### config.mk
export PLATFORM = sky130hd
export DESIGN_NAME = multilevel_run_queue_scheduler
export DESIGN_NICKNAME = d
export VERILOG_FILES = /design/src/hw/rtl/mrqs_pkg.sv /design/src/hw/rtl/multilevel_run_queue_scheduler.sv /design/src/hw/rtl/mrqs_ctrl.sv /design/src/hw/rtl/mrqs_datapath.sv
export VERILOG_INCLUDE_DIRS = /design/src /design/src/hw/rtl
export SDC_FILE = /design/constraint.sdc
export NUM_CORES = 2
export LEC_CHECK = 0
export BUFFER_PORTS_ARGS = -buffer_cell sky130_fd_sc_hd__buf_2
export CAP_MARGIN = 20
export CORE_MARGIN = 5
export CORE_UTILIZATION = 55
export CTS_BUF_LIST = sky130_fd_sc_hd__clkbuf_4 sky130_fd_sc_hd__clkbuf_8
export DETAILED_ROUTE_END_ITERATION = 12
export PLACE_DENSITY = 0.71
export SKIP_LAST_GASP = 1
export SLEW_MARGIN = 20
export SYNTH_ARGS = -nofsm -noshare
export SYNTH_HDL_FRONTEND = slang
export SYNTH_SLANG_ARGS = --single-unit
### constraint.sdc
create_clock -name clk -period 7.6 [get_ports clk]
set_input_delay 1.52 -clock clk [delete_from_list [all_inputs] [get_ports clk]]
set_output_delay 1.52 -clock clk [all_outputs]
set_load 0.05 [all_outputs]
### src/hw/rtl/multilevel_run_queue_scheduler_defines.svh
// Assertion macros for the run-queue scheduler.
`ifndef MULTILEVEL_RUN_QUEUE_SCHEDULER_DEFINES_SVH
`define MULTILEVEL_RUN_QUEUE_SCHEDULER_DEFINES_SVH

`ifndef SYNTH
`define MRQS_ASSERT_IMP(name, clk, rst_n, ante, cons) \
  name: assert property (@(posedge clk) disable iff (!rst_n) (ante) |-> (cons)) \
    else $error("implication check failed");
`define MRQS_ASSERT_NXT(name, clk, rst_n, ante, cons) \
  name: assert property (@(posedge clk) disable iff (!rst_n) (ante) |=> (cons)) \
    else $error("next-cycle check failed");
`else
`define MRQS_ASSERT_IMP(name, clk, rst_n, ante, cons)
`define MRQS_ASSERT_NXT(name, clk, rst_n, ante, cons)
`endif

`endif

### src/hw/rtl/mrqs_pkg.sv
// Shared types and constants of the run-queue scheduler.
`timescale 1ns / 1ps
package mrqs_pkg;

  localparam logic OP_ENQUEUE  = 1'b0;
  localparam logic OP_SCHEDULE = 1'b1;

  typedef enum logic [3:0] {
    S_IDLE, S_DECODE, S_AP_WR, S_RT, S_POP_CHK, S_POP_LNK, S_POL,
    S_ME_INIT, S_ME_CHK, S_ME_Q, S_ME_ADV, S_DONE
  } state_t;

  typedef enum logic [3:0] {
    CMD_NONE, CMD_LOAD, CMD_ENQ_SETUP, CMD_AP_WRITE, CMD_REQ_EXP, CMD_RT_POP,
    CMD_POL_INIT, CMD_POL_STEP, CMD_ME_INIT, CMD_ME_RD, CMD_ME_Q, CMD_ME_ADV,
    CMD_ME_END, CMD_POP_CHK, CMD_POP_LNK, CMD_RESULT
  } cmd_t;

  typedef struct packed {
    cmd_t cmd;
  } ctrl_cmd_t;

  typedef struct packed {
    logic op_sched;
    logic tid_ok;
    logic run_flag;
    logic pol_rt;
    logic rt_hit;
    logic pol_hit;
    logic exp_ne;
    logic last_miss;
    logic more_pol;
    logic head_eq_tail;
    logic me_more;
    logic out_free;
  } dp_status_t;

endpackage

### src/hw/rtl/multilevel_run_queue_scheduler.sv
// Top level of the run-queue scheduler.
`timescale 1ns / 1ps
// One CPU's run-queue engine: FIFO queues per policy and priority kept as
// linked lists in thread-indexed tables. An enqueue transaction gives no
// result; a schedule transaction gives one result, soonest on a real-time
// hit and latest when every round of every policy is tried and expired
// lists are walked, one expired thread at a time. One transaction is in
// flight at a time; a finished result waits in the output register.
module multilevel_run_queue_scheduler #(
  parameter int THREAD_SLOTS    = 64,
  parameter int PRIORITY_LEVELS = 32,
  parameter int POLICY_COUNT    = 3
) (
  input  logic        clk,
  input  logic        rst_n,
  input  logic        in_tvalid,
  output logic        in_tready,
  input  logic [15:0] in_tdata,  // thread_id, thread_policy, thread_priority, prev_running
  input  logic [0:0]  in_tuser,  // opcode
  output logic        out_tvalid,
  input  logic        out_tready,
  output logic [7:0]  out_tdata  // next_thread, found
);

  mrqs_pkg::ctrl_cmd_t  cmd;
  mrqs_pkg::dp_status_t st;
  logic [5:0]           next_thread;
  logic                 found;

  mrqs_ctrl u_ctrl (
    .clk       (clk),
    .rst_n     (rst_n),
    .in_tvalid (in_tvalid),
    .in_tready (in_tready),
    .st        (st),
    .cmd       (cmd)
  );

  mrqs_datapath #(
    .THREAD_SLOTS    (THREAD_SLOTS),
    .PRIORITY_LEVELS (PRIORITY_LEVELS),
    .POLICY_COUNT    (POLICY_COUNT)
  ) u_dp (
    .clk                (clk),
    .rst_n              (rst_n),
    .in_opcode          (in_tuser[0]),
    .in_thread_id       (in_tdata[5:0]),
    .in_thread_policy   (in_tdata[7:6]),
    .in_thread_priority (in_tdata[12:8]),
    .in_prev_running    (in_tdata[13]),
    .cmd                (cmd),
    .st                 (st),
    .out_tready         (out_tready),
    .out_tvalid         (out_tvalid),
    .out_next_thread    (next_thread),
    .out_found          (found)
  );

  assign out_tdata = {1'b0, found, next_thread};

endmodule

### src/hw/rtl/mrqs_ctrl.sv
// Sequencing state machine of the run-queue scheduler.
`timescale 1ns / 1ps
`include "multilevel_run_queue_scheduler_defines.svh"
module mrqs_ctrl (
  input  logic                clk,
  input  logic                rst_n,
  input  logic                in_tvalid,
  output logic                in_tready,
  input  mrqs_pkg::dp_status_t st,
  output mrqs_pkg::ctrl_cmd_t  cmd
);

  mrqs_pkg::state_t state_r, state_nxt, ret_r, ret_nxt;

  always_ff @(posedge clk) begin
    if (!rst_n) begin
      state_r <= mrqs_pkg::S_IDLE;
      ret_r   <= mrqs_pkg::S_IDLE;
    end else begin
      state_r <= state_nxt;
      ret_r   <= ret_nxt;
    end
  end

  always_comb begin
    state_nxt = state_r;
    ret_nxt   = ret_r;
    case (state_r)
      mrqs_pkg::S_IDLE: if (in_tvalid) state_nxt = mrqs_pkg::S_DECODE;
      mrqs_pkg::S_DECODE: begin
        if (!st.op_sched) begin
          state_nxt = st.tid_ok ? mrqs_pkg::S_AP_WR : mrqs_pkg::S_IDLE;
          ret_nxt   = mrqs_pkg::S_IDLE;
        end else if (st.run_flag && st.tid_ok && st.pol_rt) begin
          state_nxt = mrqs_pkg::S_AP_WR;
          ret_nxt   = mrqs_pkg::S_RT;
        end else begin
          state_nxt = mrqs_pkg::S_RT;
        end
      end
      mrqs_pkg::S_AP_WR:   state_nxt = ret_r;
      mrqs_pkg::S_RT:      state_nxt = st.rt_hit ? mrqs_pkg::S_POP_CHK : mrqs_pkg::S_POL;
      mrqs_pkg::S_POP_CHK: state_nxt = st.head_eq_tail ? mrqs_pkg::S_DONE : mrqs_pkg::S_POP_LNK;
      mrqs_pkg::S_POP_LNK: state_nxt = mrqs_pkg::S_DONE;
      mrqs_pkg::S_POL: begin
        if (st.pol_hit)                        state_nxt = mrqs_pkg::S_POP_CHK;
        else if (st.exp_ne)                    state_nxt = mrqs_pkg::S_ME_INIT;
        else if (st.last_miss && !st.more_pol) state_nxt = mrqs_pkg::S_DONE;
      end
      mrqs_pkg::S_ME_INIT: state_nxt = mrqs_pkg::S_ME_CHK;
      mrqs_pkg::S_ME_CHK:  state_nxt = st.me_more ? mrqs_pkg::S_ME_Q : mrqs_pkg::S_POL;
      mrqs_pkg::S_ME_Q: begin
        state_nxt = mrqs_pkg::S_AP_WR;
        ret_nxt   = mrqs_pkg::S_ME_ADV;
      end
      mrqs_pkg::S_ME_ADV:  state_nxt = mrqs_pkg::S_ME_CHK;
      mrqs_pkg::S_DONE:    if (st.out_free) state_nxt = mrqs_pkg::S_IDLE;
      default:             state_nxt = mrqs_pkg::S_IDLE;
    endcase
  end

  always_comb begin
    cmd.cmd   = mrqs_pkg::CMD_NONE;
    in_tready = 1'b0;
    case (state_r)
      mrqs_pkg::S_IDLE: begin
        in_tready = 1'b1;
        if (in_tvalid) cmd.cmd = mrqs_pkg::CMD_LOAD;
      end
      mrqs_pkg::S_DECODE: begin
        if (st.tid_ok && (!st.op_sched || (st.run_flag && st.pol_rt)))
          cmd.cmd = mrqs_pkg::CMD_ENQ_SETUP;
        else if (st.op_sched && st.run_flag && st.tid_ok)
          cmd.cmd = mrqs_pkg::CMD_REQ_EXP;
      end
      mrqs_pkg::S_AP_WR:   cmd.cmd = mrqs_pkg::CMD_AP_WRITE;
      mrqs_pkg::S_RT:      cmd.cmd = st.rt_hit ? mrqs_pkg::CMD_RT_POP : mrqs_pkg::CMD_POL_INIT;
      mrqs_pkg::S_POP_CHK: cmd.cmd = mrqs_pkg::CMD_POP_CHK;
      mrqs_pkg::S_POP_LNK: cmd.cmd = mrqs_pkg::CMD_POP_LNK;
      mrqs_pkg::S_POL:     cmd.cmd = mrqs_pkg::CMD_POL_STEP;
      mrqs_pkg::S_ME_INIT: cmd.cmd = mrqs_pkg::CMD_ME_INIT;
      mrqs_pkg::S_ME_CHK:  cmd.cmd = st.me_more ? mrqs_pkg::CMD_ME_RD : mrqs_pkg::CMD_ME_END;
      mrqs_pkg::S_ME_Q:    cmd.cmd = mrqs_pkg::CMD_ME_Q;
      mrqs_pkg::S_ME_ADV:  cmd.cmd = mrqs_pkg::CMD_ME_ADV;
      mrqs_pkg::S_DONE:    if (st.out_free) cmd.cmd = mrqs_pkg::CMD_RESULT;
      default:             cmd.cmd = mrqs_pkg::CMD_NONE;
    endcase
  end

  `MRQS_ASSERT_NXT(a_accept_decode, clk, rst_n, in_tvalid && in_tready, state_r == mrqs_pkg::S_DECODE)
  `MRQS_ASSERT_IMP(a_append_src, clk, rst_n, state_r == mrqs_pkg::S_AP_WR, $past(state_r) == mrqs_pkg::S_DECODE || $past(state_r) == mrqs_pkg::S_ME_Q)
  `MRQS_ASSERT_IMP(a_link_src, clk, rst_n, state_r == mrqs_pkg::S_POP_LNK, $past(state_r) == mrqs_pkg::S_POP_CHK)

endmodule

### src/hw/rtl/mrqs_datapath.sv
// Queue tables, search logic and result register of the run-queue scheduler.
`timescale 1ns / 1ps
module mrqs_datapath #(
  parameter int THREAD_SLOTS    = 64,
  parameter int PRIORITY_LEVELS = 32,
  parameter int POLICY_COUNT    = 3
) (
  input  logic                 clk,
  input  logic                 rst_n,
  input  logic                 in_opcode,
  input  logic [5:0]           in_thread_id,
  input  logic [1:0]           in_thread_policy,
  input  logic [4:0]           in_thread_priority,
  input  logic                 in_prev_running,
  input  mrqs_pkg::ctrl_cmd_t  cmd,
  output mrqs_pkg::dp_status_t st,
  input  logic                 out_tready,
  output logic                 out_tvalid,
  output logic [5:0]           out_next_thread,
  output logic                 out_found
);

  localparam int PL   = PRIORITY_LEVELS;
  localparam int PC   = POLICY_COUNT;
  localparam int QN   = PC * PL;
  localparam int QW   = $clog2(QN);
  localparam int PW   = $clog2(PL);
  localparam int POLW = $clog2(PC);
  localparam int IDW  = $clog2(THREAD_SLOTS);
  localparam int CW   = $clog2(THREAD_SLOTS + 1);
  localparam int EN   = PC - 1;
  localparam int EW   = (EN > 1) ? $clog2(EN) : 1;

  function automatic logic [QW-1:0] queue_of(input logic [POLW-1:0] pol,
                                             input logic [PW-1:0] pri);
    logic [POLW-1:0] cp;
    logic [PW-1:0]   cr;
    cp = (int'(pol) >= PC) ? POLW'(PC - 1) : pol;
    cr = (int'(pri) >= PL) ? PW'(PL - 1) : pri;
    return QW'(int'(cp) * PL + int'(cr));
  endfunction

  mrqs_pkg::cmd_t c;
  assign c = cmd.cmd;

  // request
  logic            req_op_r, req_run_r, req_ok_r;
  logic [IDW-1:0]  req_tid_r;
  logic [POLW-1:0] req_pol_r;
  logic [PW-1:0]   req_pri_r;
  logic [QW-1:0]   req_q;
  logic [EW-1:0]   req_e;

  // tables
  logic [IDW-1:0]  head_mem [QN];
  logic [IDW-1:0]  tail_mem [QN];
  logic [IDW-1:0]  link_mem [THREAD_SLOTS];
  logic [POLW-1:0] spol_mem [THREAD_SLOTS];
  logic [PW-1:0]   spri_mem [THREAD_SLOTS];
  logic [IDW-1:0]  head_rd_r, tail_rd_r, link_rd_r;
  logic [POLW-1:0] spol_rd_r;
  logic [PW-1:0]   spri_rd_r;
  logic [QN-1:0]   ne_r;

  logic [IDW-1:0]  exp_head_r [EN];
  logic [CW-1:0]   exp_cnt_r  [EN];
  logic [EN-1:0]   exp_ne_r;
  logic [PW-1:0]   round_r    [EN];

  // walk and search registers
  logic [POLW-1:0] cur_pol_r;
  logic [EW-1:0]   cur_e;
  logic [PW-1:0]   miss_r;
  logic [IDW-1:0]  me_cur_r, me_nxt_r;
  logic [CW-1:0]   me_i_r;
  logic [IDW-1:0]  ap_t_r;
  logic [QW-1:0]   ap_q_r, pop_q_r, slot_q;
  logic            out_valid_r, found_r, out_found_r;
  logic [5:0]      next_r, out_next_r;

  // search results
  logic            rt_hit, pol_hit;
  logic [PW-1:0]   rt_p, pol_p;
  logic [QW-1:0]   rt_q, pol_q, qi;

  assign req_q  = queue_of(req_pol_r, req_pri_r);
  assign req_e  = EW'(int'(req_pol_r) - 1);
  assign cur_e  = EW'(int'(cur_pol_r) - 1);
  assign slot_q = queue_of(spol_rd_r, spri_rd_r);

  always_comb begin
    rt_hit = 1'b0;
    rt_p   = '0;
    for (int p = 0; p < PL; p++) begin
      if (ne_r[p]) begin
        rt_hit = 1'b1;
        rt_p   = PW'(p);
      end
    end
  end
  assign rt_q = QW'(rt_p);

  always_comb begin
    pol_hit = 1'b0;
    pol_p   = '0;
    qi      = '0;
    for (int p = 0; p < PL; p++) begin
      qi = QW'(int'(cur_pol_r) * PL + p);
      if (ne_r[qi] && !((cur_pol_r == POLW'(1)) && (round_r[0] > PW'(p)))) begin
        pol_hit = 1'b1;
        pol_p   = PW'(p);
      end
    end
  end
  assign pol_q = queue_of(cur_pol_r, pol_p);

  // request capture
  always_ff @(posedge clk) begin
    if (c == mrqs_pkg::CMD_LOAD) begin
      req_op_r  <= in_opcode;
      req_run_r <= in_prev_running;
      req_ok_r  <= int'(in_thread_id) < THREAD_SLOTS;
      req_tid_r <= IDW'(in_thread_id);
      req_pol_r <= (int'(in_thread_policy) >= PC) ? POLW'(PC - 1) : POLW'(in_thread_policy);
      req_pri_r <= (int'(in_thread_priority) >= PL) ? PW'(PL - 1) : PW'(in_thread_priority);
    end
  end

  // table read addresses
  logic [QW-1:0]  ht_raddr;
  logic [IDW-1:0] link_raddr;
  always_comb begin
    case (c)
      mrqs_pkg::CMD_ENQ_SETUP: ht_raddr = req_q;
      mrqs_pkg::CMD_ME_Q:      ht_raddr = slot_q;
      mrqs_pkg::CMD_RT_POP:    ht_raddr = rt_q;
      default:                 ht_raddr = pol_q;
    endcase
    link_raddr = (c == mrqs_pkg::CMD_POP_CHK) ? head_rd_r : me_cur_r;
  end

  // table writes
  logic           link_we, tail_we, head_we, slot_we;
  logic [IDW-1:0] link_wa, link_wd, head_wd;
  logic [QW-1:0]  head_wa;
  always_comb begin
    link_we = 1'b0;
    link_wa = tail_rd_r;
    link_wd = ap_t_r;
    head_we = 1'b0;
    head_wa = ap_q_r;
    head_wd = ap_t_r;
    tail_we = (c == mrqs_pkg::CMD_AP_WRITE);
    slot_we = (c == mrqs_pkg::CMD_ENQ_SETUP) || (c == mrqs_pkg::CMD_REQ_EXP);
    case (c)
      mrqs_pkg::CMD_AP_WRITE: begin
        link_we = ne_r[ap_q_r];
        head_we = !ne_r[ap_q_r];
      end
      mrqs_pkg::CMD_REQ_EXP: begin
        link_we = exp_ne_r[req_e];
        link_wa = req_tid_r;
        link_wd = exp_head_r[req_e];
      end
      mrqs_pkg::CMD_POP_LNK: begin
        head_we = 1'b1;
        head_wa = pop_q_r;
        head_wd = link_rd_r;
      end
      default: ;
    endcase
  end

  always_ff @(posedge clk) begin
    if (head_we) head_mem[head_wa] <= head_wd;
    if (tail_we) tail_mem[ap_q_r] <= ap_t_r;
    if (link_we) link_mem[link_wa] <= link_wd;
    if (slot_we) begin
      spol_mem[req_tid_r] <= req_pol_r;
      spri_mem[req_tid_r] <= req_pri_r;
    end
    head_rd_r <= head_mem[ht_raddr];
    tail_rd_r <= tail_mem[ht_raddr];
    link_rd_r <= link_mem[link_raddr];
    spol_rd_r <= spol_mem[me_cur_r];
    spri_rd_r <= spri_mem[me_cur_r];
  end

  // payload registers of the walk, pop and result
  always_ff @(posedge clk) begin
    case (c)
      mrqs_pkg::CMD_ENQ_SETUP: begin
        ap_t_r <= req_tid_r;
        ap_q_r <= req_q;
      end
      mrqs_pkg::CMD_RT_POP: pop_q_r <= rt_q;
      mrqs_pkg::CMD_POL_STEP: begin
        if (pol_hit) pop_q_r <= pol_q;
        else if (!exp_ne_r[cur_e] && (miss_r == PW'(PL - 1)) && (cur_pol_r == POLW'(PC - 1))) begin
          next_r  <= '0;
          found_r <= 1'b0;
        end
      end
      mrqs_pkg::CMD_ME_INIT: begin
        me_cur_r <= exp_head_r[cur_e];
        me_i_r   <= '0;
      end
      mrqs_pkg::CMD_ME_Q: begin
        me_nxt_r <= link_rd_r;
        ap_t_r   <= me_cur_r;
        ap_q_r   <= slot_q;
      end
      mrqs_pkg::CMD_ME_ADV: begin
        me_cur_r <= me_nxt_r;
        me_i_r   <= me_i_r + CW'(1);
      end
      mrqs_pkg::CMD_POP_CHK: begin
        next_r  <= 6'(head_rd_r);
        found_r <= 1'b1;
      end
      mrqs_pkg::CMD_RESULT: begin
        out_next_r  <= next_r;
        out_found_r <= found_r;
      end
      default: ;
    endcase
  end

  // control state
  always_ff @(posedge clk) begin
    if (!rst_n) begin
      ne_r        <= '0;
      exp_ne_r    <= '0;
      out_valid_r <= 1'b0;
      cur_pol_r   <= POLW'(1);
      miss_r      <= '0;
      for (int e = 0; e < EN; e++) begin
        exp_cnt_r[e] <= '0;
        round_r[e]   <= PW'(PL - 1);
      end
    end else begin
      if (c == mrqs_pkg::CMD_RESULT) out_valid_r <= 1'b1;
      else if (out_valid_r && out_tready) out_valid_r <= 1'b0;
      case (c)
        mrqs_pkg::CMD_AP_WRITE: ne_r[ap_q_r] <= 1'b1;
        mrqs_pkg::CMD_REQ_EXP: begin
          exp_head_r[req_e] <= req_tid_r;
          exp_ne_r[req_e]   <= 1'b1;
          if (exp_cnt_r[req_e] < CW'(THREAD_SLOTS))
            exp_cnt_r[req_e] <= exp_cnt_r[req_e] + CW'(1);
        end
        mrqs_pkg::CMD_POP_CHK: if (head_rd_r == tail_rd_r) ne_r[pop_q_r] <= 1'b0;
        mrqs_pkg::CMD_POL_INIT: begin
          cur_pol_r <= POLW'(1);
          miss_r    <= '0;
        end
        mrqs_pkg::CMD_POL_STEP: begin
          if (!pol_hit) begin
            round_r[cur_e] <= (round_r[cur_e] == '0) ? PW'(PL - 1) : round_r[cur_e] - PW'(1);
            if (!exp_ne_r[cur_e]) begin
              if (miss_r == PW'(PL - 1)) begin
                miss_r <= '0;
                if (cur_pol_r != POLW'(PC - 1)) cur_pol_r <= cur_pol_r + POLW'(1);
              end else begin
                miss_r <= miss_r + PW'(1);
              end
            end
          end
        end
        mrqs_pkg::CMD_ME_END: begin
          exp_ne_r[cur_e]  <= 1'b0;
          exp_cnt_r[cur_e] <= '0;
        end
        default: ;
      endcase
    end
  end

  assign st.op_sched     = (req_op_r == mrqs_pkg::OP_SCHEDULE);
  assign st.tid_ok       = req_ok_r;
  assign st.run_flag     = req_run_r;
  assign st.pol_rt       = (req_pol_r == '0);
  assign st.rt_hit       = rt_hit;
  assign st.pol_hit      = pol_hit;
  assign st.exp_ne       = exp_ne_r[cur_e];
  assign st.last_miss    = (miss_r == PW'(PL - 1));
  assign st.more_pol     = (cur_pol_r != POLW'(PC - 1));
  assign st.head_eq_tail = (head_rd_r == tail_rd_r);
  assign st.me_more      = (me_i_r < exp_cnt_r[cur_e]);
  assign st.out_free     = !out_valid_r || out_tready;

  assign out_tvalid      = out_valid_r;
  assign out_next_thread = out_next_r;
  assign out_found       = out_found_r;

endmodule

After elaboration in Yosys (flattened, before gate mapping) --
Memory sizes are Yosys's and may differ from the RTL's. A register that Yosys moved wholly into a read port is not among the register bits. Index checks and enable logic that the tools add are counted.
Storage, ports and cells: bits in registers 182, bits in latches 0, bits in writable memories 2020, ROM bits 0, bits of input ports 21, output and inout bits 10, word-level logic and storage cells 629, memories 8
Memory list:
- u_dp.head_mem | depth 96, width 6, read ports 1, clocked after memory_dff 1, wr ports 1, line mrqs_datapath.sv:55 | logic [IDW-1:0] head_mem [QN];
- u_dp.tail_mem | depth 96, width 6, read ports 1, clocked after memory_dff 1, wr ports 1, line mrqs_datapath.sv:56 | logic [IDW-1:0] tail_mem [QN];
- u_dp.link_mem | depth 64, width 6, read ports 1, clocked after memory_dff 1, wr ports 1, line mrqs_datapath.sv:57 | logic [IDW-1:0] link_mem [THREAD_SLOTS];
- u_dp.spri_mem | depth 64, width 5, read ports 1, clocked after memory_dff 1, wr ports 1, line mrqs_datapath.sv:59 | logic [PW-1:0] spri_mem [THREAD_SLOTS];
- u_dp.spol_mem | depth 64, width 2, read ports 1, clocked after memory_dff 1, wr ports 1, line mrqs_datapath.sv:58 | logic [POLW-1:0] spol_mem [THREAD_SLOTS];
- u_dp.exp_cnt_r | depth 2, width 7, read ports 2, clocked after memory_dff 0, wr ports 2, line mrqs_datapath.sv:66 | logic [CW-1:0] exp_cnt_r [EN];
- 2 more memories
Operators by class: add/sub/neg operators 41, multipliers 0, div/mod/pow operators 0, $lt $le $gt $ge 78, equal/unequal tests 41, shifts and indexed selects 0, multiplexer cells 296, bitwise operators 6, reduce and logical (&&, ||, !) cells 137
Operators with widths (number):
- 7-bit by 8-bit less-than comparator with 1-bit output (second input constant) | 34
- 1-bit binary-select mux with 7-bit select | 32
- 96-bit one-hot mux with 2 select lines | 1
- 5-bit two-way mux | 37
- 1-bit two-way mux | 143
- 7-bit by 5-bit adder with 7-bit output (second input constant) | 16
- 4-bit two-way mux | 28
- 96-bit AND | 1
- 96-bit two-way mux | 1
- 96-bit inverter | 1
- 96-bit bitwise OR | 1
- 5-bit greater-than comparator (second input constant) | 16
- 1-bit logical AND | 74
- 7-bit by 4-bit adder with 7-bit output (second input constant) | 8
- 4-bit one-hot mux with 12 select lines | 1
- 4-bit equality test (second input constant) | 11
- 4-bit one-hot mux with 11 select lines | 1
- 7-bit one-hot mux with 2 select lines | 3
- 5-bit by 4-bit greater-than comparator with 1-bit output (second input constant) | 8
- 1-bit logical NOT | 37
- 6-bit two-way mux | 6
- 6-bit one-hot mux with 2 select lines | 3
- 4-bit by 3-bit equality test with 1-bit output (second input constant) | 8
- 3-bit two-way mux | 10
- other kinds (51) | 118

Logic depth before layout (Yosys ltp) --
An unclocked memory read counts as a cell.
word-level depth 43, mapped depth 25, mapped depth without buffers 14

Hierarchy --
Synthesis repeated with hierarchy kept, for this count alone.
Second synthesis, totals: cell total of the unflattened synthesis 5517, area, all modules 91676.7 um^2
Modules (own cells, without submodules):
- mrqs_datapath | times used 1, cells each 5417, area each 90943.5 um^2, sequential area each 65322.6 um^2
- mrqs_ctrl | times used 1, cells each 97, area each 714.4 um^2, sequential area each 140.1 um^2
- multilevel_run_queue_scheduler | times used 1, cells each 3, area each 18.8 um^2, sequential area each 0.0 um^2

Worst setup path after synthesis --
OpenSTA, ideal clock, no wires.
kind reg-to-reg, from register u_dp.req_pol_r[0], to memory u_dp.link_mem[0][2] (netlist bit) (data pin), library setup time 0.702 ns, arrival time 4.900 ns, data required time 6.898 ns, slack 1.999 ns, stages on the path, launching flop included 7, path buffers 3, period minus slack after synthesis 5.601 ns, cell sequence edfxtp_1 clkbuf_1 o31a_1 nand4_1 clkbuf_1 clkbuf_1 o21ai_0
Between the ends: word-level cells in the longest chain between the ends 7, elaborated cells between the ends (all ways) 9, classes of those cells 1 x add/sub; 1 x eq/ne; 3 x mux; 3 x reduce/logical; 1 x memory
RTL lines:
- from (decl) | line mrqs_datapath.sv:49 | logic [POLW-1:0] req_pol_r;
- from (signal assigned) | line mrqs_datapath.sv:124 | req_pol_r <= (int'(in_thread_policy) >= PC) ? POLW'(PC - 1) : POLW'(in_thread_policy);
- 2-bit logical NOT | line mrqs_datapath.sv:282 | assign st.pol_rt = (req_pol_r == '0);
- 1-bit logical AND | line mrqs_ctrl.sv:71 | if (st.tid_ok && (!st.op_sched || (st.run_flag && st.pol_rt)))
- 1-bit logical OR | line mrqs_ctrl.sv:71
- 4-bit two-way mux | line mrqs_ctrl.sv:71
- 4-bit one-hot mux with 12 select lines | line mrqs_ctrl.sv:65 | case (state_r)
- 4-bit by 3-bit equality test with 1-bit output | line mrqs_datapath.sv:155 | case (c)
- 6-bit two-way mux * | line mrqs_datapath.sv:155
- via u_dp.link_wd[2] | line mrqs_datapath.sv:144 | logic [IDW-1:0] link_wa, link_wd, head_wd;
- to (decl) | line mrqs_datapath.sv:57
Mark *: on every way through the listed nets, which the timed path passes. The rest lies on a longest branch.

==> qor.csv <==
metric,value,unit
outcome,completed,
dp_hpwl,170000,um
cts_resized,0,
hp-class,flip-flop to flip-flop,
n_fill_cell,12400,
numPortBuffers,27,
max-cap-violations,0,
viasPerCell,6.66,
grt_pass1_vias,57400,
synth_top_area_cell,edfxtp_1,
placed_area,95900,um^2
fin_ws,1.37,ns
wirelength,266000,um
setup_viol,0,
initial_utilization,55.2,%
synth-seq-area-share,70.2,%
dr.pass1.iters,6,
fp.dieH,422,um
holdBufCountCts,0,
arrival,7.18,ns
drc_errors,0,
ios,31,
post_cts_buffers,0,
cts_sinks,2226,
synthMostInstantiatedCell,edfxtp_1,
cts_tree,yes,
die-width,422,um
met1_length,101000,um
nNetsFinal,6482,
synth_edf_count,2088,
dr_wl_met2,117000,um
worst_pin_slew,1.27,ns
period_minus_slack,6.23,ns
dieArea,178000,um^2
post_layout_nonfiller_instances,8935,
rsz0062_at_grt,false,
finalCritPeriodShare,81.9,%
met3_length,35300,um
path_clk_slew,0.06,ns
hold_ws,0.432,ns
numCtsBuffers,350,
rows,151,
power.density,244,nW/um^2
synthArstFlopShare,0,%
ys_seq_elements,2226,
timing_worst_setup_path_type,flip-flop to flip-flop,
grt_pass1_wl,384000,um
top_layer_used,met5,
cp-start-kind,flip-flop,
cts-root-buf,clkbuf_8,
synthTopCellsByCount,"2088 x edfxtp_1, 841 x nand2_1, 373 x nor2_1, 277 x mux4_2, 231 x clkbuf_1",
synth_ff_type,edfxtp_1,
vias,59500,
max-slew-margin-rel,14.8,%
avgSynthCellArea,14.8,um^2
r2r_setup_slack,1.37,ns
yosys-top-cells-area,"edfxtp_1 67%, mux4_2 6.7%, nand2_1 3.4%",
overflow,0,
final_area,103000,um^2
placed_cells,8310,
clock_latency,1.07,ns
synthCells,6299,
worstPathMaxFanout,17,
synth_cell_type_count,96,
skew,0.0611,ns
clock.fmax,161,MHz
drtAntennaViolNets,0,
htreeDepth,5,
crit_path_end_kind,flip-flop,
cts_max_path_buffers,4,
worstPathRequired,8.56,ns
ys_warn_count,0,
hold_viol,0,
drtIter0Drc,9399,
syn2layout_area_growth,10.2,%
synth_area,93200,um^2
coreArea,169000,um^2
grt_max_degree,141,
tns,0,ns
p_leak,34.5,nW
drv_slew,0,
wl_per_cell,29.7,um
place.gp.congestion,1.03,
drive_gt1_share,16.6,%
peakVddDrop,0.216,mV
yosys.area.top_type_share,67.3,%
synth_fp_nets,6335,
track_usage,29.3,%
antenna_found_initial,11,
pre_cts_slack,1.68,ns
[registers in the layout (all words and copies together), names as in the netlist, 7 cells and up]
name	count
u_dp.ap_q_r	7
u_dp.exp_cnt_r	14
u_dp.exp_head_r	12
u_dp.head_mem	576
u_dp.link_mem	384
u_dp.me_i_r	7
u_dp.ne_r	96
u_dp.pop_q_r	7
u_dp.round_r	10
u_dp.spol_mem	128
u_dp.spri_mem	320
u_dp.tail_mem	576
[layout by cell type (no fill, tap or decap), types with 15 or more instances in the layout]
cell	instances
buf_4	147
and3_1	126
a221oi_1	92
a311oi_1	31
a211o_1	18
a31oi_1	102
nor2b_1	27
inv_1	120
o22ai_1	85
buf_2	29
nand2_1	839
o211ai_1	39
o2111ai_1	18
o22a_1	15
and2_1	54
clkbuf_4	99
nand4_1	37
a22oi_1	29
ha_1	15
buf_12	16
mux4_2	277
nor4_1	26
a211oi_1	127
nor3_1	46
a21oi_1	220
clkinv_2	44
mux2i_1	223
dfxtp_1	136
nor2_1	369
a31o_2	15
mux2_2	23
or3_1	17
o21ai_0	217
o21a_1	19
nand3_1	164
clkbuf_8	373
clkinv_1	81
nand2b_1	19
edfxtp_1	2088
[routing by layer]
metal	up-vias	track usage, %
met3	775	8.94
met2	4169	42.9
li1	25000	-
met5	-	0.645
met4	10	12.2
met1	29600	41.2
[worst max-delay path: stages (launching register included)]
cell,delay (ns)
edfxtp_1,0.70
and2_1,0.49
o21ai_0,0.25
a22oi_1,0.35
nand4_1,0.24
nor3_1,0.99
a211oi_2,0.45
nor2_4,0.44
buf_4,0.34
mux2i_1,0.22
a211oi_1,0.09
nor4_1,0.79
a2111oi_0,0.31
buf_4,0.20
a211o_1,0.22
[stage by stage]
stage          total power (W)  utilization [%]
4_1_cts                 0.0250             60.8
3_3_place_gp            0.0153             56.7
3_5_place_dp            0.0153             56.8
2_1_floorplan           0.0147                -
5_1_grt                 0.0258             60.8
6_report                0.0250             60.8
[cell type report]
class	instances	area, um^2	share of cell area (%)
Clock buffer	471	5870	5.72
Clock inverter	144	883	0.860
Antenna cell	8	20.0	0.0195
Inverter	122	459	0.447
Timing Repair Buffer	194	1590	1.55
Sequential cell	2226	65500	63.8
Multi-Input combinational cell	3552	25600	24.9
Tap cell	2218	2780	2.70
[power by group]
| group | internal [W] | leakage (nW) | switching, W |
|---|---|---|---|
| clock | 0.00531 | 3.57 | 0.00458 |
| combinational | 0.000374 | 11.0 | 0.00113 |
| sequential | 0.0135 | 19.9 | 0.000104 |
[kinds of logic (layout without fill, tap and decap cells)]
group	Yosys count	after routing	share of synthesized area (%)
compound gates	1214	1214	8.92
xor+xnor	18	18	0.169
buf+inv	521	931	2.55
other cells	1	9	0.00402
flops	2226	2226	70.2
simple gates	1775	1775	8.47
mux	529	529	9.44
fa+ha+maj	15	15	0.201
[worst paths after layout]
kind	depth (start not counted)	endpoint	startpoint
setup reg to reg	14	u_dp.head_rd_r[3]	u_dp.round_r[0][4]
setup / recovery	14	u_dp.head_rd_r[3]	u_dp.round_r[0][4]
hold / removal	0	u_dp.out_next_thread[4]	u_dp.next_r[4]
hold reg to reg	0	u_dp.out_next_thread[4]	u_dp.next_r[4]
No activity file was read; power rests on OpenSTA's default activity.
